**src/rtl/sabg_pkg.sv**
```systemverilog
// Package: widths, defaults and constants shared by the ack bitmap generator files.
`timescale 1ns / 1ps
package sabg_pkg;
   localparam int SEQ_BITS_DEFAULT = 8;
   localparam int LOOKBACK_DEFAULT = 64;
   localparam int SEQ_ID_WIDTH     = 8;
   localparam int ACK_SPAN         = 32;
endpackage

```
**src/rtl/sabg_if.sv**
```systemverilog
// Interfaces: valid/ready channels for sequence words and ack words.
`timescale 1ns / 1ps
interface sabg_req_if
   import sabg_pkg::*;
   ();
   logic                    valid;
   logic                    ready;
   logic [SEQ_ID_WIDTH-1:0] seq_id;
   modport source (output valid, output seq_id, input ready);
   modport sink   (input valid, input seq_id, output ready);
endinterface

interface sabg_rsp_if
   import sabg_pkg::*;
   ();
   logic                    valid;
   logic                    ready;
   logic [SEQ_ID_WIDTH-1:0] latest_seq;
   logic [ACK_SPAN-1:0]     ack_mask;
   modport source (output valid, output latest_seq, output ack_mask, input ready);
   modport sink   (input valid, input latest_seq, input ack_mask, output ready);
endinterface

```
**src/rtl/selective_ack_bitmap_generator.sv**
```systemverilog
// Selective ack bitmap generator: ring memory of received sequence numbers with two scans.
// Per accepted word, scan one reads the N older frames held (0..LOOKBACK), if any, for the
// latest sequence; scan two reads the new word and those frames to build the ack mask. One
// word in flight at a time; two read scans over the single-port ring memory set the rate.
// A waiting result word does not block the next request word.
// Reset (synchronous, active high) empties the ring; ring contents are left as they are.
`timescale 1ns / 1ps
module selective_ack_bitmap_generator
   import sabg_pkg::*;
#(
   parameter int SEQ_BITS = SEQ_BITS_DEFAULT,
   parameter int LOOKBACK = LOOKBACK_DEFAULT
) (
   input  logic       clock,
   input  logic       reset,
   sabg_req_if.sink   req_bus,
   sabg_rsp_if.source rsp_bus
);
   localparam int RING_DEPTH = LOOKBACK + 1;
   localparam int AW   = $clog2(RING_DEPTH);
   localparam int CW   = $clog2(RING_DEPTH + 1);
   localparam int EXTW = SEQ_BITS + SEQ_ID_WIDTH;
   localparam int DW   = (SEQ_BITS > 6) ? SEQ_BITS : 6;
   localparam logic [SEQ_BITS-1:0] HALF = SEQ_BITS'(1) << (SEQ_BITS - 1);
   localparam logic [AW-1:0] LAST_SLOT = AW'(RING_DEPTH - 1);

   typedef enum logic [2:0] {S_IDLE, S_SCAN1, S_SCAN2, S_DRAIN, S_DONE} state_type;

   function automatic logic more_recent(input logic [SEQ_BITS-1:0] a,
                                        input logic [SEQ_BITS-1:0] b);
      logic [SEQ_BITS-1:0] ab;
      logic [SEQ_BITS-1:0] ba;
      ab = a - b;
      ba = b - a;
      return ((a > b) && (ab <= HALF)) || ((b > a) && (ba > HALF));
   endfunction

   function automatic logic [AW-1:0] slot_dec(input logic [AW-1:0] s);
      return (s == '0) ? LAST_SLOT : s - AW'(1);
   endfunction

   logic [SEQ_BITS-1:0] ring_mem [RING_DEPTH];

   state_type           state_ff, state_in;
   logic [CW-1:0]       fill_ff, fill_in;
   logic [AW-1:0]       newest_ff, newest_in;
   logic [CW-1:0]       older_ff, older_in;
   logic [CW-1:0]       cnt_ff, cnt_in;
   logic [AW-1:0]       ptr_ff, ptr_in;
   logic [SEQ_BITS-1:0] latest_ff, latest_in;
   logic [ACK_SPAN-1:0] mask_ff, mask_in;
   logic                rd_valid_ff, rd_valid_in;
   logic                rd_phase2_ff, rd_phase2_in;
   logic [SEQ_BITS-1:0] rd_data_ff;
   logic                rsp_valid_ff, rsp_valid_in;
   logic [SEQ_ID_WIDTH-1:0] rsp_seq_ff, rsp_seq_in;
   logic [ACK_SPAN-1:0] rsp_mask_ff, rsp_mask_in;

   logic                accept;
   logic                rd_en;
   logic [AW-1:0]       wr_slot;
   logic [EXTW-1:0]     seq_ext;
   logic [SEQ_BITS-1:0] seq_val;
   logic [EXTW-1:0]     latest_ext;
   logic [SEQ_BITS-1:0] gap;
   logic [DW-1:0]       gap_ext;
   logic                hit;

   assign req_bus.ready      = (state_ff == S_IDLE);
   assign accept             = req_bus.valid && req_bus.ready;
   assign rsp_bus.valid      = rsp_valid_ff;
   assign rsp_bus.latest_seq = rsp_seq_ff;
   assign rsp_bus.ack_mask   = rsp_mask_ff;

   assign seq_ext    = EXTW'(req_bus.seq_id);
   assign seq_val    = seq_ext[SEQ_BITS-1:0];
   assign wr_slot    = (fill_ff == '0) ? '0 :
                       ((newest_ff == LAST_SLOT) ? '0 : newest_ff + AW'(1));
   assign latest_ext = EXTW'(latest_ff);
   assign rd_en      = (state_ff == S_SCAN1) || (state_ff == S_SCAN2);

   assign gap     = latest_ff - rd_data_ff;
   assign gap_ext = DW'(gap);
   assign hit     = (rd_data_ff != latest_ff) && !more_recent(rd_data_ff, latest_ff) &&
                    (gap_ext >= DW'(1)) && (gap_ext <= DW'(ACK_SPAN));

   always_ff @(posedge clock) begin
      if (accept) begin
         ring_mem[wr_slot] <= seq_val;
      end
      if (rd_en) begin
         rd_data_ff <= ring_mem[ptr_ff];
      end
   end

   always_comb begin
      state_in     = state_ff;
      fill_in      = fill_ff;
      newest_in    = newest_ff;
      older_in     = older_ff;
      cnt_in       = cnt_ff;
      ptr_in       = ptr_ff;
      latest_in    = latest_ff;
      mask_in      = mask_ff;
      rd_valid_in  = 1'b0;
      rd_phase2_in = rd_phase2_ff;
      rsp_valid_in = rsp_valid_ff && !rsp_bus.ready;
      rsp_seq_in   = rsp_seq_ff;
      rsp_mask_in  = rsp_mask_ff;

      if (rd_valid_ff) begin
         if (!rd_phase2_ff) begin
            if (more_recent(rd_data_ff, latest_ff)) begin
               latest_in = rd_data_ff;
            end
         end else begin
            for (int i = 0; i < ACK_SPAN; i++) begin
               if (hit && (gap_ext == DW'(i + 1))) begin
                  mask_in[i] = 1'b1;
               end
            end
         end
      end

      unique case (state_ff)
         S_IDLE: begin
            if (accept) begin
               newest_in = wr_slot;
               fill_in   = (fill_ff == CW'(RING_DEPTH)) ? fill_ff : fill_ff + CW'(1);
               older_in  = fill_in - CW'(1);
               latest_in = seq_val;
               mask_in   = '0;
               if (older_in == '0) begin
                  state_in = S_SCAN2;
                  ptr_in   = wr_slot;
                  cnt_in   = CW'(1);
               end else begin
                  state_in = S_SCAN1;
                  ptr_in   = slot_dec(wr_slot);
                  cnt_in   = older_in;
               end
            end
         end
         S_SCAN1: begin
            rd_valid_in  = 1'b1;
            rd_phase2_in = 1'b0;
            ptr_in       = slot_dec(ptr_ff);
            cnt_in       = cnt_ff - CW'(1);
            if (cnt_ff == CW'(1)) begin
               state_in = S_SCAN2;
               ptr_in   = newest_ff;
               cnt_in   = older_ff + CW'(1);
            end
         end
         S_SCAN2: begin
            rd_valid_in  = 1'b1;
            rd_phase2_in = 1'b1;
            ptr_in       = slot_dec(ptr_ff);
            cnt_in       = cnt_ff - CW'(1);
            if (cnt_ff == CW'(1)) begin
               state_in = S_DRAIN;
            end
         end
         S_DRAIN: begin
            state_in = S_DONE;
         end
         S_DONE: begin
            if (!rsp_valid_ff || rsp_bus.ready) begin
               rsp_valid_in = 1'b1;
               rsp_seq_in   = latest_ext[SEQ_ID_WIDTH-1:0];
               rsp_mask_in  = mask_ff;
               state_in     = S_IDLE;
            end
         end
         default: state_in = S_IDLE;
      endcase
   end

   always_ff @(posedge clock) begin
      if (reset) begin
         state_ff     <= S_IDLE;
         fill_ff      <= '0;
         newest_ff    <= '0;
         rd_valid_ff  <= 1'b0;
         rsp_valid_ff <= 1'b0;
      end else begin
         state_ff     <= state_in;
         fill_ff      <= fill_in;
         newest_ff    <= newest_in;
         rd_valid_ff  <= rd_valid_in;
         rsp_valid_ff <= rsp_valid_in;
      end
      older_ff     <= older_in;
      cnt_ff       <= cnt_in;
      ptr_ff       <= ptr_in;
      latest_ff    <= latest_in;
      mask_ff      <= mask_in;
      rd_phase2_ff <= rd_phase2_in;
      rsp_seq_ff   <= rsp_seq_in;
      rsp_mask_ff  <= rsp_mask_in;
   end
endmodule

```
**src/flat_wrapper.sv**
```systemverilog
// flat-port wrapper written by rule: the top's interface ports become plain ports
module selective_ack_bitmap_generator_flat import sabg_pkg::*;
#(
   parameter int SEQ_BITS = SEQ_BITS_DEFAULT,
   parameter int LOOKBACK = LOOKBACK_DEFAULT
)
  (clock, reset, req_bus_valid, req_bus_seq_id, req_bus_ready, rsp_bus_valid, rsp_bus_latest_seq, rsp_bus_ack_mask, rsp_bus_ready);
  sabg_req_if req_bus_i ();
  sabg_rsp_if rsp_bus_i ();
  input  logic clock;
  input  logic reset;
  input wire logic [$bits(req_bus_i.valid)-1:0] req_bus_valid;
  input wire logic [$bits(req_bus_i.seq_id)-1:0] req_bus_seq_id;
  output wire logic [$bits(req_bus_i.ready)-1:0] req_bus_ready;
  output wire logic [$bits(rsp_bus_i.valid)-1:0] rsp_bus_valid;
  output wire logic [$bits(rsp_bus_i.latest_seq)-1:0] rsp_bus_latest_seq;
  output wire logic [$bits(rsp_bus_i.ack_mask)-1:0] rsp_bus_ack_mask;
  input wire logic [$bits(rsp_bus_i.ready)-1:0] rsp_bus_ready;
  assign req_bus_i.valid = req_bus_valid;
  assign req_bus_i.seq_id = req_bus_seq_id;
  assign req_bus_ready = req_bus_i.ready;
  assign rsp_bus_valid = rsp_bus_i.valid;
  assign rsp_bus_latest_seq = rsp_bus_i.latest_seq;
  assign rsp_bus_ack_mask = rsp_bus_i.ack_mask;
  assign rsp_bus_i.ready = rsp_bus_ready;
  selective_ack_bitmap_generator #(.SEQ_BITS(SEQ_BITS), .LOOKBACK(LOOKBACK)) u_core (.clock(clock), .reset(reset), .req_bus(req_bus_i), .rsp_bus(rsp_bus_i));
endmodule
```
**config.mk**
```make
export PLATFORM = sky130hd
export DESIGN_NAME = selective_ack_bitmap_generator_flat
export DESIGN_NICKNAME = d
export VERILOG_FILES = /design/src/rtl/sabg_pkg.sv /design/src/rtl/sabg_if.sv /design/src/rtl/selective_ack_bitmap_generator.sv /design/src/flat_wrapper.sv
export SDC_FILE = /design/constraint.sdc
export NUM_CORES = 1
export LEC_CHECK = 0
export BUFFER_PORTS_ARGS = -buffer_cell sky130_fd_sc_hd__buf_2
export CELL_PAD_IN_SITES_DETAIL_PLACEMENT = 0
export CELL_PAD_IN_SITES_GLOBAL_PLACEMENT = 1
export CORE_UTILIZATION = 58
export CTS_CLUSTER_SIZE = 40
export DETAILED_ROUTE_END_ITERATION = 10
export PLACE_DENSITY = 0.83
export SYNTH_ARGS = -nofsm -noshare
export SYNTH_HDL_FRONTEND = slang
export SYNTH_SLANG_ARGS = --single-unit
```
**constraint.sdc**
```tcl
create_clock -name clock -period 14.06 [get_ports clock]
set_input_delay 2.812 -clock clock [delete_from_list [all_inputs] [get_ports clock]]
set_output_delay 2.812 -clock clock [all_outputs]
set_load 0.005 [all_outputs]
```
# == Word level (Yosys, flattened, before mapping) ==
# Memories as Yosys holds them, arrays and structs flattened. A register that Yosys moved wholly into a read port is not among the register bits.
# Index checks and enable logic that the tools add are counted.
# word_totals
ff_bits,121
ram_bits,520
inputBits,12
output_inout_bits,42
word_cells,196
memories,1
# op_classes
n_addsub,9
magnitude_cmp,6
n_eq_ne,44
mux,66
reduce_logical,57
# memory_table
name,depth,width,rd,rd_ports_with_merged_regs,wr,line,text
u_core.ring_mem,65,8,1,1,1,selective_ack_bitmap_generator.sv:42,logic [SEQ_BITS-1:0] ring_mem [RING_DEPTH];
# op_table
op,n
$eq A8 B5 Y1 const B,16
$mux W32,4
$mux W7,11
$eq A8 B4 Y1 const B,8
$pmux W7 S3,2
$mux W8,5
$logic_and A1 B1 Y1,39
$mux W1,37
$eq A8 B3 Y1 const B,4
$logic_not A7 Y1,4
$sub A7 B1 Y7 const B,4
$add A7 B1 Y7 const B,3
$eq A8 B2 Y1 const B,2
$gt A8 B8 Y1,2
$sub A8 B8 Y8,2
$pmux W3 S5,1
$eq A7 B7 Y1 const B,2
$mux W3,4
$eq A8 B1 Y1 const B,1
$eq A8 B6 Y1 const B,1
$ge A8 B1 Y1 const B,1
$gt A8 B8 Y1 const B,1
$le A8 B6 Y1 const B,1
$le A8 B8 Y1 const B,1
other kinds (17),26

# == Longest topological paths before layout ==
# logic_depth
ltp_word,14
mapped_depth,15

# == Worst setup path before layout ==
# OpenSTA, ideal clock, no wires.
# synth_timing
kind,input port to flip-flop
startpoint,input rsp_bus_ready
endpoint,register u_core.rsp_mask_ff[0] (netlist: u_core.rsp_bus.ack_mask[0]) (enable)
arrival_time_ps,6690
required_ps,13523
slack_ps,6833
path_stages,2
n_path_buf,0
path_cell_list,nor2b_1 -> nor4_1
# synth_between
elab_chain_len,2
# synth_lines
item,line,text
start: declaration,flat_wrapper.sv:18,input wire logic [$bits(rsp_bus_i.ready)-1:0] rsp_bus_ready;
$logic_or A1 B1 Y1,selective_ack_bitmap_generator.sv:168,if (!rsp_valid_ff || rsp_bus.ready) begin
$reduce_and A2 Y1 (no source line),--,
end signal: assignment,selective_ack_bitmap_generator.sv:200,rsp_mask_ff <= rsp_mask_in;
end: declaration,selective_ack_bitmap_generator.sv:57,"logic [ACK_SPAN-1:0] rsp_mask_ff, rsp_mask_in;"
# No other way between the ends.
# A chain may end at the register's enable or synchronous reset.

# == Worst setup path after layout ==
# layout_timing
startpoint,input req_bus_valid
endpoint,memory u_core.ring_mem[36][3] (netlist bit) (enable)
# layout_between
elab_chain_len,3
# layout_lines
item,line,text
start: declaration,flat_wrapper.sv:12,input wire logic [$bits(req_bus_i.valid)-1:0] req_bus_valid;
$logic_and A1 B1 Y1,selective_ack_bitmap_generator.sv:70,assign accept = req_bus.valid && req_bus.ready;
$mux W1,selective_ack_bitmap_generator.sv:88,if (accept) begin
$mux W1 (implied by the code),selective_ack_bitmap_generator.sv:89,ring_mem[wr_slot] <= seq_val;
end: declaration,selective_ack_bitmap_generator.sv:42,
# No other way between the ends.

==> metrics.txt <==
status complete, no violations; critical path class primary input to flip-flop; n_diodes 0; Relative slew margins 20.3%; DP HPWL approximately 34000 um; FMAX around 190 MHz; Tmin final around 5.3 ns; Mapped Area about 26000 um^2; die area 46400 um^2; total of max-cap violations 0; PortBufs 53; RSZ-0062 raised after global routing no; Area Growth Syn to Fin 11.1%; average via count per standard cell between 6 and 7; GR Overflow Total 0; initial antenna violation count 1; drt total wl ~57000 um; post-synthesis sequential area ratio ~70%; fillcell total around 3000; hold_buf cts 0; post-CTS setup repair buffer count 0; synthesis warning total 0; H-tree Lvls 2; share of layout cells above drive strength 1 around 22%; Leak about 9.5 nW; Worst VDD drop ~160 uV; largest net degree at the start of global routing between 100 and 150; setup TNS 0 ns; DRC 0; drt wl/cell 26.1 um; core area between 40000 and 50000 um^2; vias in the first global route 13700; Mapped Nets around 1500; critical path peak fanout 52; Primary FF master, synth edfxtp_1; Die Y-Extent about 220 um; worst min path class flip-flop to flip-flop; most instantiated library cell after synthesis edfxtp_1; Worst Setup EP u_core.ring_mem[36][3]; R2R Path End u_core.ring_mem[36][3]; post_cts resized 0; gr usage total roughly 26%; Synth cell types 65; first-pass GRT wire length just under 90000 um; CP Launch Type primary input; cell area after placement 27300 um^2; EDFF count, synth about 600; async set-or-reset flop fraction in the synthesized netlist 0%; required time worst endpoint ~14 ns; design area 29300 um^2; minimum hold slack ~0.43 ns; Critical Path End Type flip-flop; Yosys top cell by area edfxtp_1; min-delay src u_core.mask_ff[16]; Max Slew Vio Count 0; total power density per cell area about 200 nW/um^2; total CTS buffers 61; number of DRC markers in iteration 0 around 1700; Initial Util about three fifths; clock skew between 0.02 and 0.03 ns; syn_area_per_cell 17.7 um^2; fin crit share a little under two fifths; CTS Root Cell clkbuf_16; worst reg-to-reg path cell count 7; Die X 215 um; Max clock buf depth 3; nets 1596; Worst Tran Pin Value around 1.2 ns; Ports 54; critical path arrival ~5.6 ns; Synth Register Bits 649; Clock Sinks about 650; Antenna Nets Post-Route 0; critical path startpoint req_bus_valid; routing usage on met1 around 36%; Pre-antenna DRT Iters 7; endpoints failing setup 0; GR peak layer met2; Total Power roughly 6 mW; Yosys top cell area share between 60% and 70%; Gate Count Post-Synth approximately 1500; Placement Rows between 70 and 80; largest cells by area after synthesis edfxtp_1 67%, mux4_2 14%, dfxtp_1 4.5%; CTS tree done; final RePlAce weighted congestion roughly 0.87; synth cell count leaders 590 x edfxtp_1, 169 x nor2_1, 168 x mux4_2, 66 x nand2_1, 59 x dfxtp_1; met3 GRT Util under 10%; worst r2r src u_core.fill_ff[0]; Reg2Reg Setup Slack 10.06 ns; CTS clk-pin slew, worst paths 0.06 ns; Clk Latency, worst-skew pair 0.64 ns; DR vias roughly 14000; Final Hold Vio Count 0; GR Util met2 around two fifths
final cells by class:
cell class	instances	area (um^2)	share of cell area [%]
repair buffers	73	428	1.46
flip-flops and latches	649	18900	64.4
multi-input cells	730	7050	24.0
clock inverters	30	407	1.39
inverters	40	150	0.512
well taps	592	741	2.52
clock buffers	85	1670	5.68
worst min-delay path by stage:
stage | end | slack [ns] | cells past startpoint
after global placement | u_core.rsp_bus.ack_mask[10] | 0.42 | 0
after detailed placement | u_core.rsp_bus.ack_mask[26] | 0.42 | 0
after CTS | u_core.rsp_bus.ack_mask[16] | 0.44 | 0
after global routing | u_core.rsp_bus.ack_mask[26] | 0.44 | 0
final | u_core.rsp_bus.ack_mask[16] | 0.43 | 0
after floorplan | u_core.rsp_bus.ack_mask[0] | 0.41 | 0
flip-flops by register name, indices dropped and copies added (netlist names):
signal and cells:
u_core.cnt_ff 7, u_core.fill_ff 7, u_core.latest_ff 8, u_core.mask_ff 32, u_core.newest_ff 7, u_core.older_ff 7, u_core.ptr_ff 7, u_core.rd_data_ff 8
u_core.rd_phase2_ff 1, u_core.rd_valid_ff 1, u_core.ring_mem 520, u_core.rsp_bus.ack_mask 32, u_core.rsp_bus.latest_seq 8, u_core.rsp_bus.valid 1, u_core.state_ff 3
logic make-up after synthesis:
family | synth area share (%)
multiplexers | 14.7
buffers and inverters | 1.78
flip-flops | 71.6
adder cells (fa/ha/maj) | 1.40
AND/OR/NAND/NOR | 5.44
AO/OA/AOI/OAI | 3.78
XOR/XNOR | 1.33
cells in the final DEF (no fill, tap or decap), types with 5 or more instances in the layout:
cell / count
edfxtp_1: 590
nor2_1: 169
mux4_2: 168
nand2_1: 66
clkbuf_16: 62
dfxtp_1: 59
buf_2: 53
a21oi_1: 48
inv_1: 38
ha_1: 28
a31oi_1: 26
nand3_1: 25
xnor2_1: 24
nor3_1: 23
o21ai_0: 23
clkbuf_1: 20
buf_4: 19
xor2_1: 16
mux2i_1: 10
a211oi_1: 8
bufinv_16: 8
clkinv_2: 7
and3_1: 6
o221ai_1: 6
or3_1: 5
nand4_1: 5
clkinv_1: 5
clkinv_4: 5
metal layers:
layer,vias to the layer above,wire [um],part of all wire [%]
met5,-,9,0.016
met1,7094,23500,41
met3,104,4120,7.2
met2,633,28200,49
li1,6044,-,-
met4,2,1690,2.9
worst max-delay path: stages:
cell and delay, ns:
buf_2 0.10, nand2_1 0.07, buf_4 0.27, inv_2 0.07
buf_4 0.47, nand4_1 0.87, nor2_1 0.87
stage by stage:
| stage | instances | util, % | setup WS (ns) |
|---|---|---|---|
| 2_1_floorplan | 1493 | - | 6.83 |
| 6_report | 2199 | 65.8 | 8.76 |
| 5_1_grt | 2199 | 65.8 | 8.67 |
| 4_1_cts | 2199 | 65.8 | 8.90 |
| 3_5_place_dp | 2084 | 61.1 | 8.26 |
| 3_3_place_gp | 2084 | 61.1 | 8.29 |
where the power goes:
group	switching, mW	leakage, nW	internal [mW]
Combinational	1.07	2.68	0.822
Sequential	0.0908	5.82	2.22
Clock	0.701	0.999	0.981
No activity file was read; power rests on OpenSTA's default activity.
